<file path="config.mk">
export PLATFORM = sky130hd
export DESIGN_NAME = cws_divsqrt
export DESIGN_NICKNAME = d
export VERILOG_FILES = /design/src/rtl/cws_pkg.sv /design/src/rtl/cws_divsqrt.sv
export SDC_FILE = /design/constraint.sdc
export NUM_CORES = 1
export LEC_CHECK = 0
export BUFFER_PORTS_ARGS = -buffer_cell sky130_fd_sc_hd__buf_2
export CORE_UTILIZATION = 45
export DETAILED_ROUTE_END_ITERATION = 10
export MAX_ROUTING_LAYER = met4
export PLACE_DENSITY = 0.72
export SETUP_SLACK_MARGIN = 0.5
export SLEW_MARGIN = 10
export SYNTH_ARGS = -nofsm -noshare
export SYNTH_HDL_FRONTEND = slang
export SYNTH_SLANG_ARGS = --single-unit
</file>
<file path="constraint.sdc">
create_clock -name i_clk -period 3.26 [get_ports i_clk]
set_clock_uncertainty 0.1 [all_clocks]
set_input_delay 0 -clock i_clk [delete_from_list [all_inputs] [get_ports i_clk]]
set_output_delay 0 -clock i_clk [all_outputs]
set_load 0.05 [all_outputs]
</file>
<file path="src/rtl/cws_pkg.sv">
// Shared types and constants for the capacitance window statistics block.
package cws_pkg;
    localparam int unsigned DefWindowDepth = 1024;
    localparam int unsigned DefCapdacMax   = 31;
    localparam int unsigned ValW           = 26;
    localparam int unsigned VarW           = 64;
    localparam int unsigned CapW           = 5;
    localparam int unsigned TotalW         = 11;
    localparam logic [ValW-1:0] ValMax     = '1;
    localparam logic [0:0] RegThreshold    = 1'b0;
    localparam logic [0:0] RegSatLimit     = 1'b1;
    localparam logic [0:0] OpSample        = 1'b0;
    localparam logic [0:0] OpWindowEnd     = 1'b1;

    typedef enum logic [3:0] {
        ST_IDLE, ST_MEAN_GO, ST_MEAN_WAIT, ST_RD, ST_SQ, ST_ACC,
        ST_VAR_GO, ST_VAR_WAIT, ST_SQRT_GO, ST_SQRT_WAIT, ST_FINISH
    } t_state;

    typedef struct packed {
        logic start;
        logic sqrt_mode;
    } t_unit_req;
endpackage

</file>
<file path="src/rtl/cws_divsqrt.sv">
// Shared bit-serial unit: restoring divide or integer square root.
module cws_divsqrt #(
    parameter int unsigned CW = 11
) (
    input  logic                     i_clk,
    input  logic                     i_rst_n,
    input  cws_pkg::t_unit_req       i_req,
    input  logic [cws_pkg::VarW-1:0] i_a,
    input  logic [CW-1:0]            i_b,
    output logic                     o_done,
    output logic [cws_pkg::VarW-1:0] o_res
);
    import cws_pkg::*;

    localparam int unsigned RW = 35;

    logic              r_busy;
    logic              r_sqrt;
    logic [5:0]        r_cnt;
    logic [VarW-1:0]   r_q;
    logic [RW-1:0]     r_rem;
    logic [31:0]       r_root;
    logic [CW-1:0]     r_div;
    logic              r_done;

    logic [CW:0]       d_sh;
    logic              d_ge;
    logic [RW-1:0]     s_sh;
    logic [RW-1:0]     s_trial;
    logic              s_ge;
    logic              last;

    always_comb begin
        d_sh    = {r_rem[CW-1:0], r_q[VarW-1]};
        d_ge    = d_sh >= {1'b0, r_div};
        s_sh    = {r_rem[RW-3:0], r_q[VarW-1:VarW-2]};
        s_trial = {1'b0, r_root, 2'b01};
        s_ge    = s_sh >= s_trial;
        last    = r_sqrt ? (r_cnt == 6'd31) : (r_cnt == 6'd63);
    end

    always_ff @(posedge i_clk) begin
        if (!i_rst_n) begin
            r_busy <= 1'b0;
            r_done <= 1'b0;
            r_cnt  <= '0;
        end else begin
            r_done <= 1'b0;
            if (i_req.start) begin
                r_busy <= 1'b1;
                r_cnt  <= '0;
            end else if (r_busy) begin
                r_cnt <= r_cnt + 6'd1;
                if (last) begin
                    r_busy <= 1'b0;
                    r_done <= 1'b1;
                end
            end
        end
    end

    always_ff @(posedge i_clk) begin
        if (i_req.start) begin
            r_sqrt <= i_req.sqrt_mode;
            r_q    <= i_a;
            r_div  <= i_b;
            r_rem  <= '0;
            r_root <= '0;
        end else if (r_busy) begin
            if (r_sqrt) begin
                r_rem  <= s_ge ? s_sh - s_trial : s_sh;
                r_root <= {r_root[30:0], s_ge};
                r_q    <= {r_q[VarW-3:0], 2'b00};
            end else begin
                r_rem  <= {{(RW-CW-1){1'b0}}, d_ge ? d_sh - {1'b0, r_div} : d_sh};
                r_q    <= {r_q[VarW-2:0], d_ge};
            end
        end
    end

    assign o_done = r_done;
    assign o_res  = r_sqrt ? {32'b0, r_root} : r_q;
endmodule

</file>
# Yosys cells after proc, flatten, opt, wreduce, memory -nomap -nowiden
# Cells that the tools add are included.
# word_totals
reg_bits	149
elab_cells	33
# classes
add_sub_neg	3
order_cmp	2
n_eq_ne	2
mux	12
bitwise_logic	2
n_reduce_logical	4
# ops
op	n
$mux 64	4
$mux 33	2
$ge 35x34->1	1
$sub 33x33->33	1
$ge 12x11->1	1
$mux 12	1
$sub 12x11->12	1
$add 6x1->6 const B	1
$eq 6x5->1 const B	1
$eq 6x6->1 const B	1
$mux 1	5
$reduce_or 3->1	1
$not 1->1	2
$reduce_and 2->1	1
$reduce_bool 2->1	1
$reduce_or 2->1	1

# Longest topological paths before layout
# logic_depth
depth_word	5
ltp_mapped	14
depth_no_buf	12

# Worst setup path after synthesis
# Ideal clock, no wire load.
# synth_timing
path_type	register -> register
startpoint	register r_q[63]
endpoint	register r_rem[2]
setup_ps	128
arrival_ps	2636
slack_ps	396
stages_incl_launch_ff	14
n_path_buf	2
period_less_slack_ps	2864
cell_sequence	edfxtp_1 > inv_1 > ha_1 > fa_1 > nor2b_1 > o21ai_1 > a211oi_1 > o41ai_1 > nor2b_1 > buf_1 > clkbuf_1 > o21ai_0 > a22oi_1 > o21ai_1
# synth_via
elab_chain_cells	3
elab_cells_between_ends	7
# synth_rtl
item	line_no	rtl
start, declared	cws_divsqrt.sv:20	logic [VarW-1:0] r_q;
start signal, assigned	cws_divsqrt.sv:65	r_q <= i_a;
start signal, assigned	cws_divsqrt.sv:73	r_q <= {r_q[VarW-3:0], 2'b00};
start signal, assigned	cws_divsqrt.sv:76	r_q <= {r_q[VarW-2:0], d_ge};
$sub 33x33->33, or another cell as far along	cws_divsqrt.sv:71	r_rem <= s_ge ? s_sh - s_trial : s_sh;
$mux 33 or $mux 12 (tied branches)	cws_divsqrt.sv:71, cws_divsqrt.sv:75	
$mux 33 (*)	cws_divsqrt.sv:70	if (r_sqrt) begin
end signal, assigned	cws_divsqrt.sv:71	
end signal, assigned	cws_divsqrt.sv:75	r_rem <= {{(RW-CW-1){1'b0}}, d_ge ? d_sh - {1'b0, r_div} : d_sh};
end, declared	cws_divsqrt.sv:21	logic [RW-1:0] r_rem;
# Every way passes the cells marked *; elsewhere a longest branch is shown, timed or not.
# A chain may end at the register's enable or synchronous reset.

# Worst setup path in the final report
# layout_timing
startpoint	register r_root[1]
endpoint	register r_rem[4]
# layout_via
elab_chain_cells	3
elab_cells_between_ends	4
# layout_rtl
item	line_no	rtl
start, declared	cws_divsqrt.sv:22	logic [31:0] r_root;
start signal, assigned	cws_divsqrt.sv:72	r_root <= {r_root[30:0], s_ge};
$sub 33x33->33 or $ge 35x34->1 (tied branches)	cws_divsqrt.sv:71, cws_divsqrt.sv:38	
$mux 33 (*)	cws_divsqrt.sv:71	
$mux 33 (*)	cws_divsqrt.sv:70	
# Marked as above.

==> metrics.cfg <==
[logic_synthesis]
ys_types=59
synth_edf_count=76
synthesis.area_sq_um=9230
syn_nets=1185
synth_warnings=0
synth_area_leaders=edfxtp_1, dfxtp_1, nand2_1
async_flop_share=0
synth_top_area_frac=0.247
syn_inst=1059
syn_avg_cell_area_sq_um=8.72
synth_top_area_cell=edfxtp_1
synth_seq_cells=149
synth-seq-area-share=0.405
synthFlopType=edfxtp_1

[clock_network]
clock_latency_ns=0.43
clock-sinks=149
cts_tree=built
numCtsBuffers=17
htreeDepth=4
clock_path_buffers=2
clk_pin_slew_worst_paths_ns=0.06
cts_root_buf=clkbuf_16

[global_route]
grt_usage=0.257
grt.overflow.total=0
grt_max_degree=175
grt_pass1_wl_mm=42.6
grt_pass1_vias=8513
grt_antenna_before_repair=0

[pwr]
ir_drop_v=0.00105
powerDensity_nw_per_um2=1330
p_leak_nw=5.24

[sta]
tns_ns=0
setup_slack_ns=0.414
tightest_slew_ns=0.668
maxSlewHeadroom=0.555
fmax_mhz=351
setup_viol=0
hold_viol=0
maxSlewViolCount=0
fin_crit_ns=2.85
rsz0062_at_grt=true
final.period_utilization=0.873

[die]
dieWidth_um=145
io_pins=144
start_util=0.458
coreArea_sq_um=20200
die-area_sq_um=21100
row_count=52
die_h_um=145

[final_layout]
final_common_cell=nand2_1
drive_gt1_frac=0.277
layout_common_cells=nand2_1, buf_2, a21oi_1
nets=1430
syn_to_final_growth_pct=35.0
n_antenna_cell=0

[detailed_routing]
drc_errors=0
vias_per_cell=5.59
routed_wl_mm=27.2
ant_nets=0
via_count=8864
wl_per_cell_um=17.1
drt_iter0_drc=789
first_pass_iters=5

[worst_setup_path]
r2r-start=r_root[1]
worstRegToRegCells=13
crit_end=r_rem[4]
crit_path_cell_trace=inv_2 -> ha_4 -> or3_4 -> o22a_4 -> buf_4 -> a21oi_4 -> o2111ai_4 -> a31oi_4 -> o21ai_4 -> buf_6 -> nor3b_1 -> a31oi_1 -> a32o_1
start_kind=flip-flop
critPathSlowestCell=dfxtp_2
crit_required_ns=3.46
critPathMaxFanout=5
startpoint=r_root[1]
rrSetupSlack_ns=0.41
end_kind=flip-flop
crit_arrival_ns=3.05
r2r-end=r_rem[4]
cpPeakStageDelay_ns=0.36
crit_type=reg2reg

[placement]
gp_congestion=0.964
port_buffers=143
dp_hpwl_mm=17.3
dp_slack_ns=0.120

[run_status]
status=complete, no violations

[run]
cap_violations=0

[min_path]
hold_class=in2reg

## flip-flops by register name, summed over array words and instances, names as in the netlist
signal / count
r_q: 64
r_busy: 1
r_sqrt: 1
r_rem: 33
r_root: 32
o_done: 1
r_cnt: 6
r_div: 11
## worst max-delay path: cells and delay by family (launching register included)
kind | cells | cell delay (ns)
AND/OR/NAND/NOR | 2 | 0.53
flip-flops | 1 | 0.36
AO/OA/AOI/OAI | 7 | 1.19
adder cells (fa/ha/maj) | 1 | 0.16
buffers and inverters | 3 | 0.36
## cell usage after synthesis (26+ instances only)
library cell,n
xnor2_1,26
mux2_2,32
clkbuf_1,40
mux2i_1,49
edfxtp_1,76
o21ai_1,38
ha_1,46
inv_1,63
nand2_1,178
a21oi_1,96
o21ai_0,80
nor2b_1,36
dfxtp_1,73
nor2_1,42
## area by class of cell
class                      count  area [sq um]
sequential                   149          3770
timing repair buffer         284          2060
tap                          270           338
clock inverter                11           105
inverter                      63           236
multi-input combinational    789          5520
fill                        1632          7700
clock buffer                  20           437
## per-layer routing
metal / global-route usage / vias up / part of all wire
met4: 0.0763 / 0 / 0.019
met5: - / - / 0
met2: 0.413 / 309 / 0.48
met1: 0.329 / 4250 / 0.44
met3: 0.0469 / 45 / 0.058
li1: - / 4260 / -
## where the power goes
group / switching [mW] / leakage (nW) / internal [mW] / total, mW
clock network: 0.807 / 0.251 / 1.05 / 1.86
logic: 6.23 / 3.61 / 5.90 / 12.1
registers: 0.282 / 1.38 / 2.29 / 2.57
## kinds of logic (layout without fill, tap and decap cells)
| family | Yosys count | in the layout | synth area share |
|---|---|---|---|
| buffers and inverters | 121 | 378 | 0.0503 |
| DFF | 149 | 149 | 0.405 |
| xor gates and xnor gates | 43 | 43 | 0.0408 |
| AOI/OAI and AO/OA | 308 | 308 | 0.196 |
| muxes | 82 | 82 | 0.0934 |
| and+or+nand+nor | 309 | 309 | 0.149 |
| adders and majority gates | 47 | 47 | 0.0645 |
## metrics by stage
stage / cells / utilization / hold slack [ns] / total power [mW] / area, sq um
2_1_floorplan: 1059 / - / -0.00113 / 9.33 / 9250
3_5_place_dp: 1440 / 0.512 / 0.0783 / 11.4 / 10300
4_1_cts: 1562 / 0.594 / 0.170 / 14.4 / 12000
6_report: 1586 / 0.618 / 0.179 / 16.6 / 12500
3_3_place_gp: 1440 / 0.512 / 0.0774 / 11.3 / 10300
5_1_grt: 1586 / 0.618 / 0.171 / 17.4 / 12500
## what timing repair did
item / in CTS / in global routing
pin swaps: 18 / 27
hold endpoints to repair: 88 / 0
endpoints found under the setup margin: 34 / 32
setup buffers: 13 / 24
gates resized for setup: 51 / 77
hold buffers: 78 / 0
## worst min path at each step
stage | depth (start not counted) | slack, ns | startpoint | to
floorplan | 0 | -0.001 | i_b[0] | r_div[0]
global placement | 1 | 0.08 | i_b[3] | r_div[3]
global route | 2 | 0.17 | i_b[2] | r_div[2]
detailed placement | 1 | 0.08 | i_b[4] | r_div[4]
CTS | 2 | 0.17 | i_b[2] | r_div[2]
finish | 2 | 0.18 | i_b[2] | r_div[2]
No activity file was read; power rests on OpenSTA's default activity.
